### src/hw/rtl/key_value_line_tokenizer_assert.svh
// Assertion macros shared by the tokenizer RTL files.
`ifndef KEY_VALUE_LINE_TOKENIZER_ASSERT_SVH
`define KEY_VALUE_LINE_TOKENIZER_ASSERT_SVH

// Same-cycle implication, disabled while reset is asserted.
`define KVLT_ASSERT_NOW(label, clk, rst_n, ante, cons) \
  label: assert property (@(posedge clk) disable iff (!(rst_n)) (ante) |-> (cons)) \
    else $error("kvlt assertion failed");

// Next-cycle implication, disabled while reset is asserted.
`define KVLT_ASSERT_NEXT(label, clk, rst_n, ante, cons) \
  label: assert property (@(posedge clk) disable iff (!(rst_n)) (ante) |=> (cons)) \
    else $error("kvlt assertion failed");

`endif

### src/hw/rtl/kvlt_pkg.sv
// Package with types and constants of the key/value line tokenizer.
package kvlt_pkg;

  localparam int DATA_W = 8;
  localparam int LEN_W = 8;
  localparam int MAX_TOKEN_LENGTH_DEF = 255;

  // Characters the parser reacts to
  localparam logic [DATA_W-1:0] CH_NUL   = 8'h00;
  localparam logic [DATA_W-1:0] CH_HASH  = 8'h23;
  localparam logic [DATA_W-1:0] CH_LF    = 8'h0A;
  localparam logic [DATA_W-1:0] CH_CR    = 8'h0D;
  localparam logic [DATA_W-1:0] CH_SPACE = 8'h20;
  localparam logic [DATA_W-1:0] CH_TAB   = 8'h09;

  // Byte tags
  localparam logic [1:0] KIND_SKIP  = 2'd0;
  localparam logic [1:0] KIND_KEY   = 2'd1;
  localparam logic [1:0] KIND_VALUE = 2'd2;

  // One result item
  typedef struct packed {
    logic [DATA_W-1:0] data_out;
    logic [1:0]        kind;
    logic              pair_end;
    logic [LEN_W-1:0]  key_len;
    logic [LEN_W-1:0]  val_len;
    logic              stream_end;
    logic              error;
  } res_t;

endpackage

### src/hw/rtl/kvlt_ifs.sv
// Valid/ready channel interfaces for the tokenizer input and result items.
interface kvlt_in_if;
  logic       valid;
  logic       ready;
  logic [7:0] data;
  logic       last;

  modport source (output valid, output data, output last, input ready);
  modport sink (input valid, input data, input last, output ready);
endinterface

interface kvlt_out_if;
  logic       valid;
  logic       ready;
  logic [7:0] data_out;
  logic [1:0] kind;
  logic       pair_end;
  logic [7:0] key_len;
  logic [7:0] val_len;
  logic       stream_end;
  logic       error;

  modport source (output valid, output data_out, output kind, output pair_end,
                  output key_len, output val_len, output stream_end,
                  output error, input ready);
  modport sink (input valid, input data_out, input kind, input pair_end,
                input key_len, input val_len, input stream_end,
                input error, output ready);
endinterface

### src/hw/rtl/kvlt_parse.sv
// Line parser: phase and token counters, next result computed per item.
`include "key_value_line_tokenizer_assert.svh"

module kvlt_parse #(
  parameter int MaxTokenLength = kvlt_pkg::MAX_TOKEN_LENGTH_DEF
) (
  input  logic                          clk_i,
  input  logic                          rst_ni,
  input  logic                          step_i,
  input  logic [kvlt_pkg::DATA_W-1:0]   data_i,
  input  logic                          last_i,
  output kvlt_pkg::res_t                res_o
);
  import kvlt_pkg::*;

  localparam int CntW = $clog2(MaxTokenLength + 1);
  localparam logic [CntW-1:0] CntMax = CntW'(MaxTokenLength);

  typedef enum logic [2:0] {
    PH_SKIP, PH_COMMENT, PH_KEY, PH_GAP, PH_VALUE, PH_TRAIL, PH_DONE, PH_ERROR
  } phase_e;

  phase_e          phase_q, phase_d;
  logic [CntW-1:0] key_cnt_q, key_cnt_d;
  logic [CntW-1:0] val_cnt_q, val_cnt_d;

  logic        blank, line_end, content, ended, pair;
  logic [1:0]  kind;
  logic [15:0] key_ext, val_ext;

  assign blank    = (data_i == CH_SPACE) || (data_i == CH_TAB);
  assign line_end = (data_i == CH_LF) || (data_i == CH_CR);
  assign content  = !blank && !line_end;

  // Phase transition for one byte
  always_comb begin
    phase_d   = phase_q;
    key_cnt_d = key_cnt_q;
    val_cnt_d = val_cnt_q;
    kind      = KIND_SKIP;
    pair      = 1'b0;
    ended     = 1'b0;
    if (phase_q != PH_DONE && phase_q != PH_ERROR) begin
      if (data_i == CH_NUL) begin
        ended = 1'b1;
      end else begin
        case (phase_q)
          PH_SKIP: begin
            if (data_i == CH_HASH) begin
              phase_d = PH_COMMENT;
            end else if (content) begin
              phase_d   = PH_KEY;
              key_cnt_d = CntW'(1);
              kind      = KIND_KEY;
            end
          end
          PH_COMMENT: begin
            if (line_end) phase_d = PH_SKIP;
          end
          PH_KEY: begin
            if (content) begin
              key_cnt_d = (key_cnt_q < CntMax) ? key_cnt_q + 1'b1 : CntMax;
              kind      = KIND_KEY;
            end else if (blank) begin
              phase_d = PH_GAP;
            end else begin
              phase_d = PH_ERROR;
            end
          end
          PH_GAP: begin
            if (content) begin
              phase_d   = PH_VALUE;
              val_cnt_d = CntW'(1);
              kind      = KIND_VALUE;
            end else if (line_end) begin
              phase_d = PH_ERROR;
            end
          end
          PH_VALUE: begin
            if (content) begin
              val_cnt_d = (val_cnt_q < CntMax) ? val_cnt_q + 1'b1 : CntMax;
              kind      = KIND_VALUE;
            end else begin
              pair    = 1'b1;
              phase_d = blank ? PH_TRAIL : PH_SKIP;
            end
          end
          PH_TRAIL: begin
            if (line_end) phase_d = PH_SKIP;
          end
          default: begin
            phase_d = phase_q;
          end
        endcase
        if (last_i && phase_d != PH_ERROR) ended = 1'b1;
      end
      // End of stream: key or gap open is malformed, value completes
      if (ended) begin
        if (phase_d == PH_KEY || phase_d == PH_GAP) begin
          phase_d = PH_ERROR;
        end else begin
          if (phase_d == PH_VALUE) pair = 1'b1;
          phase_d = PH_DONE;
        end
      end
    end
  end

  // Lengths clamp to the 8-bit report width
  assign key_ext = 16'(key_cnt_d);
  assign val_ext = 16'(val_cnt_d);

  always_comb begin
    res_o.data_out   = data_i;
    res_o.kind       = kind;
    res_o.pair_end   = pair;
    res_o.key_len    = '0;
    res_o.val_len    = '0;
    if (pair) begin
      res_o.key_len = (key_ext > 16'd255) ? 8'hFF : key_ext[LEN_W-1:0];
      res_o.val_len = (val_ext > 16'd255) ? 8'hFF : val_ext[LEN_W-1:0];
    end
    res_o.stream_end = (phase_d == PH_DONE);
    res_o.error      = (phase_d == PH_ERROR);
  end

  // Parser state, advanced once per item
  always_ff @(posedge clk_i or negedge rst_ni) begin
    if (!rst_ni) begin
      phase_q   <= PH_SKIP;
      key_cnt_q <= '0;
      val_cnt_q <= '0;
    end else if (step_i) begin
      phase_q   <= phase_d;
      key_cnt_q <= key_cnt_d;
      val_cnt_q <= val_cnt_d;
    end
  end

  `KVLT_ASSERT_NEXT(a_error_sticky, clk_i, rst_ni, phase_q == PH_ERROR, phase_q == PH_ERROR)
  `KVLT_ASSERT_NEXT(a_done_sticky, clk_i, rst_ni, phase_q == PH_DONE, phase_q == PH_DONE)
  `KVLT_ASSERT_NOW(a_gap_has_key, clk_i, rst_ni,
                   phase_q == PH_GAP || phase_q == PH_VALUE, key_cnt_q != '0)

endmodule

### src/hw/rtl/key_value_line_tokenizer.sv
// Top level of the key/value line tokenizer: input register, parser, result register.
// Takes one text byte per item and returns one tagged result item per byte, in
// order. Sustained rate is one item per clock while results are taken; an accepted
// byte passes through the input register, then the result register, and the
// parser's phase update sits between the two. Input ready falls only when both
// registers are full and the result is not being taken. Token lengths count up to
// MAX_TOKEN_LENGTH and are reported clamped to 255; once the stream has ended or
// an error is flagged, that status stays until reset.
`include "key_value_line_tokenizer_assert.svh"

module key_value_line_tokenizer #(
  parameter int MAX_TOKEN_LENGTH = kvlt_pkg::MAX_TOKEN_LENGTH_DEF
) (
  input logic         clk_i,
  input logic         rst_ni,
  kvlt_in_if.sink     in_i,
  kvlt_out_if.source  out_o
);
  import kvlt_pkg::*;

  logic              in_valid_q;
  logic [DATA_W-1:0] in_data_q;
  logic              in_last_q;
  logic              out_valid_q;
  res_t              res_q, res_d;
  logic              advance;

  // Item moves to the result register when it is empty or being drained
  assign advance    = in_valid_q && (!out_valid_q || out_o.ready);
  assign in_i.ready = !in_valid_q || advance;

  // Input register
  always_ff @(posedge clk_i or negedge rst_ni) begin
    if (!rst_ni) begin
      in_valid_q <= 1'b0;
    end else if (in_i.ready) begin
      in_valid_q <= in_i.valid;
    end
  end

  always_ff @(posedge clk_i) begin
    if (in_i.valid && in_i.ready) begin
      in_data_q <= in_i.data;
      in_last_q <= in_i.last;
    end
  end

  kvlt_parse #(
    .MaxTokenLength(MAX_TOKEN_LENGTH)
  ) u_parse (
    .clk_i  (clk_i),
    .rst_ni (rst_ni),
    .step_i (advance),
    .data_i (in_data_q),
    .last_i (in_last_q),
    .res_o  (res_d)
  );

  // Result register
  always_ff @(posedge clk_i or negedge rst_ni) begin
    if (!rst_ni) begin
      out_valid_q <= 1'b0;
    end else if (advance) begin
      out_valid_q <= 1'b1;
    end else if (out_o.ready) begin
      out_valid_q <= 1'b0;
    end
  end

  always_ff @(posedge clk_i) begin
    if (advance) res_q <= res_d;
  end

  assign out_o.valid      = out_valid_q;
  assign out_o.data_out   = res_q.data_out;
  assign out_o.kind       = res_q.kind;
  assign out_o.pair_end   = res_q.pair_end;
  assign out_o.key_len    = res_q.key_len;
  assign out_o.val_len    = res_q.val_len;
  assign out_o.stream_end = res_q.stream_end;
  assign out_o.error      = res_q.error;

  `KVLT_ASSERT_NOW(a_pair_has_key, clk_i, rst_ni,
                   out_o.valid && out_o.pair_end, out_o.key_len != '0)
  `KVLT_ASSERT_NOW(a_pair_not_key, clk_i, rst_ni,
                   out_o.valid && out_o.pair_end, out_o.kind != KIND_KEY)
  `KVLT_ASSERT_NOW(a_end_xor_error, clk_i, rst_ni,
                   out_o.valid, !(out_o.stream_end && out_o.error))
  `KVLT_ASSERT_NOW(a_ready_when_drained, clk_i, rst_ni, !out_valid_q, in_i.ready)

endmodule
### src/flat_wrapper.sv
// flat-port wrapper written by rule: the top's interface ports become plain ports
module key_value_line_tokenizer_flat import kvlt_pkg::*;
#(
  parameter int MAX_TOKEN_LENGTH = kvlt_pkg::MAX_TOKEN_LENGTH_DEF
)
  (clk_i, rst_ni, in_i_valid, in_i_data, in_i_last, in_i_ready, out_o_valid, out_o_data_out, out_o_kind, out_o_pair_end, out_o_key_len, out_o_val_len, out_o_stream_end, out_o_error, out_o_ready);
  kvlt_in_if in_i_i ();
  kvlt_out_if out_o_i ();
  input logic clk_i;
  input logic rst_ni;
  input wire logic [$bits(in_i_i.valid)-1:0] in_i_valid;
  input wire logic [$bits(in_i_i.data)-1:0] in_i_data;
  input wire logic [$bits(in_i_i.last)-1:0] in_i_last;
  output wire logic [$bits(in_i_i.ready)-1:0] in_i_ready;
  output wire logic [$bits(out_o_i.valid)-1:0] out_o_valid;
  output wire logic [$bits(out_o_i.data_out)-1:0] out_o_data_out;
  output wire logic [$bits(out_o_i.kind)-1:0] out_o_kind;
  output wire logic [$bits(out_o_i.pair_end)-1:0] out_o_pair_end;
  output wire logic [$bits(out_o_i.key_len)-1:0] out_o_key_len;
  output wire logic [$bits(out_o_i.val_len)-1:0] out_o_val_len;
  output wire logic [$bits(out_o_i.stream_end)-1:0] out_o_stream_end;
  output wire logic [$bits(out_o_i.error)-1:0] out_o_error;
  input wire logic [$bits(out_o_i.ready)-1:0] out_o_ready;
  assign in_i_i.valid = in_i_valid;
  assign in_i_i.data = in_i_data;
  assign in_i_i.last = in_i_last;
  assign in_i_ready = in_i_i.ready;
  assign out_o_valid = out_o_i.valid;
  assign out_o_data_out = out_o_i.data_out;
  assign out_o_kind = out_o_i.kind;
  assign out_o_pair_end = out_o_i.pair_end;
  assign out_o_key_len = out_o_i.key_len;
  assign out_o_val_len = out_o_i.val_len;
  assign out_o_stream_end = out_o_i.stream_end;
  assign out_o_error = out_o_i.error;
  assign out_o_i.ready = out_o_ready;
  key_value_line_tokenizer #(.MAX_TOKEN_LENGTH(MAX_TOKEN_LENGTH)) u_core (.clk_i(clk_i), .rst_ni(rst_ni), .in_i(in_i_i), .out_o(out_o_i));
endmodule
### config.mk
export PLATFORM = sky130hd
export DESIGN_NAME = key_value_line_tokenizer_flat
export DESIGN_NICKNAME = d
export VERILOG_FILES = /design/src/hw/rtl/kvlt_pkg.sv /design/src/hw/rtl/kvlt_ifs.sv /design/src/hw/rtl/kvlt_parse.sv /design/src/hw/rtl/key_value_line_tokenizer.sv /design/src/flat_wrapper.sv
export VERILOG_INCLUDE_DIRS = /design/src /design/src/hw/rtl
export SDC_FILE = /design/constraint.sdc
export NUM_CORES = 1
export LEC_CHECK = 0
export ABC_AREA = 1
export BUFFER_PORTS_ARGS = -buffer_cell sky130_fd_sc_hd__buf_2
export CAP_MARGIN = 20
export CELL_PAD_IN_SITES_DETAIL_PLACEMENT = 0
export CELL_PAD_IN_SITES_GLOBAL_PLACEMENT = 1
export CORE_ASPECT_RATIO = 1.4
export CORE_MARGIN = 5
export CORE_UTILIZATION = 44
export DETAILED_ROUTE_END_ITERATION = 16
export PLACE_DENSITY = 0.77
export SYNTH_ARGS = -nofsm -noshare
export SYNTH_HDL_FRONTEND = slang
export SYNTH_HIERARCHICAL = 1
export SYNTH_SLANG_ARGS = --single-unit
### constraint.sdc
create_clock -name clk_i -period 3.9 [get_ports clk_i]
set_input_delay 0.585 -clock clk_i [delete_from_list [all_inputs] [get_ports clk_i]]
set_output_delay 0.585 -clock clk_i [all_outputs]
set_load 0.01 [all_outputs]
==> results.toml <==
[status]
status = "completed"

[timing]
slew_viol_final = 0
skew_ns = 0.0127
rsz0062_at_grt = "false"
setup-violations-final = 0
finalCritPeriodShare_pct = 62.4
hold_ws_ns = 0.213
worst_slew_pin_slew_ns = 0.771
slew_headroom_pct = 48.5
finalHoldViolations = 0
layout_min_cycle_time_ns = 2.44
fin_tns_setup_ns = 0
max_freq_mhz = 411

[critical_path]
reg2regPathDepth = 10
crit_path_frequent_cell = "o211ai_1"
cp-end-kind = "flip-flop"
r2r-start = "u_core/in_data_q[5]"
arrival_ns = 2.50
crit_path_cell_trace = "inv_1, nand2_1, nor2_1, nand2_2, nand2_4, inv_2, o211ai_1, o211ai_1, a21oi_1, a21oi_2"
cp_num_buf_inv = 2
worstReg2RegEnd = "u_core/out_o.key_len[5]"
crit_fanout = 16
r2r_setup_slack_ns = 1.46
cp-start-kind = "flip-flop"
crit_slowest_cell = "edfxtp_1"
slowest_delay_ns = 0.43
cp.required_ns = 3.97
crit_family = "compound AO/OA/AOI/OAI gates"
crit_type = "flip-flop to flip-flop"

[synth]
synthDistinctLibCells = 39
synth_async_sr_flop_share_pct = 35.6
syn_inst = 381
seq_area_frac_synth_pct = 49.9
yosysWarnings = 6
synth_nets = 396
synth-main-ff-cell = "edfxtp_1"
synth-edff-count = 38
avgSynthCellArea_um2 = 8.77
syn_area_um2 = 3340
yosys_register_bits = 59

[clock_tree]
cts-root-buf = "clkbuf_8"
htreeDepth = 3
cts_setup_buffers = 0
cts.sinks = 59
cts_hold_repair.buffers = 0
cts_buffers = 9
tritoncts = "done"
clk_latency_ns = 0.34
postCtsResizedCells = 0
clk_path_buf_depth = 2
clk_pin_slew_ns = 0.07

[drt]
first_iter_violations = 121
drc_errors = 0
routed_wl_um = 7560
ant_nets = 0
wl_per_cell_um = 14.5
vias = 2672
firstDrtPassIters = 4
vias_per_cell = 5.14

[global_routing]
grt_usage_pct = 16.9
grt_max_degree = 22
grt_pass1_wl_um = 12700
grt_pass1_vias = 2663
grt_overflow = 0
antenna_found_initial = 0

[job]
max_cap_violations = 0

[final_layout]
post-route-util_pct = 51.4
num_antenna_cells = 0
fin_nets = 433
fillCellCount = 715
area_growth_pct = 13.3
final_cells = 520
drive_gt1_share_pct = 23.4

[pwr]
p_seq_share_pct = 40.2
switching_share_pct = 37.9
ir_drop_mv = 0.311
power.total_mw = 2.25
power.leakage_nw = 1.61
power.internal_mw = 1.40
clkPwrFrac_pct = 26.6
p_per_area_nw_per_um2 = 595
combPwrFrac_pct = 33.2
netSwitchingPower_mw = 0.854

[place]
port_buffers = 43
dp_hpwl_um = 5660
place_inst = 504
place_congestion = 0.881

[die]
std_cell_rows = 37
ioPinCount = 44
dieHeight_um = 113
core-area_um2 = 7360
die-area_um2 = 9460
fp.dieW_um = 83.7
initial_core_util_pct = 45.4

[worst_hold_path]
holdCritPathClass = "input port to async pin"
## registers in the layout (all words and copies together) (netlist names)
| signal | flops |
|---|---|
| u_core/in_data_q | 8 |
| u_core/out_o.data_out | 8 |
| u_core/out_o.key_len | 8 |
| u_core/out_o.val_len | 8 |
| u_core/u_parse/key_cnt_q | 8 |
| u_core/u_parse/val_cnt_q | 8 |
| u_core/u_parse/phase_q | 3 |
| u_core/out_o.kind | 2 |
| u_core/in_last_q | 1 |
| u_core/in_valid_q | 1 |
| u_core/out_o.error | 1 |
| u_core/out_o.pair_end | 1 |
| u_core/out_o.stream_end | 1 |
| u_core/out_o.valid | 1 |
## cells in the final DEF (no fill, tap or decap), types with 4 or more instances in the layout
cell and instances:
a21boi_0 6, nor3_1 6, o21ai_1 10, inv_1 40
a21oi_2 10, inv_2 5, nand4_1 8, nand2_1 86
nor2_1 36, dfrtp_1 21, nand3_1 15, o21ai_0 26
nand2_2 4, edfxtp_1 38, o21ai_2 4, a21oi_1 10
o211ai_1 6, clkbuf_8 9, buf_2 43
## cell families (layout without fill, tap and decap cells)
kind of cell               count (synthesis)  count (layout)  share of synthesized area (%)
DFF                                       59              59                           49.9
buffers and inverters                     65             107                           8.99
xor gates and xnor gates                   2               2                          0.524
AOI/OAI and AO/OA                         81              81                           15.3
adders and majority gates                  2               2                          0.749
and+or+nand+nor                          172             172                           24.6
## how the worst max path moves through the flow
| stage | from | endpoint | slack (ns) | cells past startpoint |
|---|---|---|---|---|
| floorplan | out_o_ready | u_core/u_parse/val_cnt_q[1] | 0.79 | 6 |
| global placement | u_core/in_data_q[0] | u_core/out_o.key_len[3] | 1.61 | 10 |
| detailed placement | u_core/in_data_q[3] | u_core/out_o.val_len[6] | 1.44 | 7 |
| CTS | u_core/in_data_q[0] | u_core/out_o.val_len[6] | 1.43 | 7 |
| global route | u_core/in_data_q[0] | u_core/out_o.val_len[6] | 1.26 | 7 |
| finish | u_core/in_data_q[5] | u_core/out_o.key_len[5] | 1.46 | 10 |
## per-stage QoR
stage	instance area (um^2)	worst slack, ns
floorplan	3340	0.792
global placement	3580	1.61
detailed placement	3580	1.44
CTS	3790	1.43
global route	3790	1.26
finish	3790	1.46
## power by group through the flow
stage	combinational, mW	sequential, mW	clock (mW)
2_1_floorplan	0.568	0.896	0
3_3_place_gp	0.745	0.915	0
3_5_place_dp	0.748	0.919	0
4_1_cts	0.751	0.908	0.619
5_1_grt	0.835	0.923	0.652
6_report	0.747	0.906	0.600
## Yosys cell counts, drive strengths merged (3+ instances only)
master	number	share of area, %
o211ai	6	1.3
o31ai	3	0.67
nand3	18	3.1
a21boi	6	1.3
nor2	43	6.2
inv	45	5.1
a21oi	21	4.3
edfxtp	38	34
nor3	6	0.90
nand2	92	11
dfrtp	21	16
buf	17	3.6
nand4	11	2.9
o21ai	40	6.4
## per-layer routing
metal	routed length [um]	global-route usage, %	vias to the layer above	part of all wire [%]
li1	-	-	1349	-
met5	0	0	-	0
met4	216	6.97	0	2.9
met2	4120	30.8	63	54
met3	352	5.24	15	4.7
met1	2880	18.0	1245	38
## final cells by class
type	count	area, um^2	area share (%)
clock inverters	5	77.6	2.05
well taps	97	121	3.21
flip-flops and latches	59	1670	44.0
multi-input cells	257	1390	36.6
inverters	46	173	4.56
clock buffers	11	131	3.47
repair buffers	45	230	6.08
Note: power is estimated with default switching activity, not from simulation.
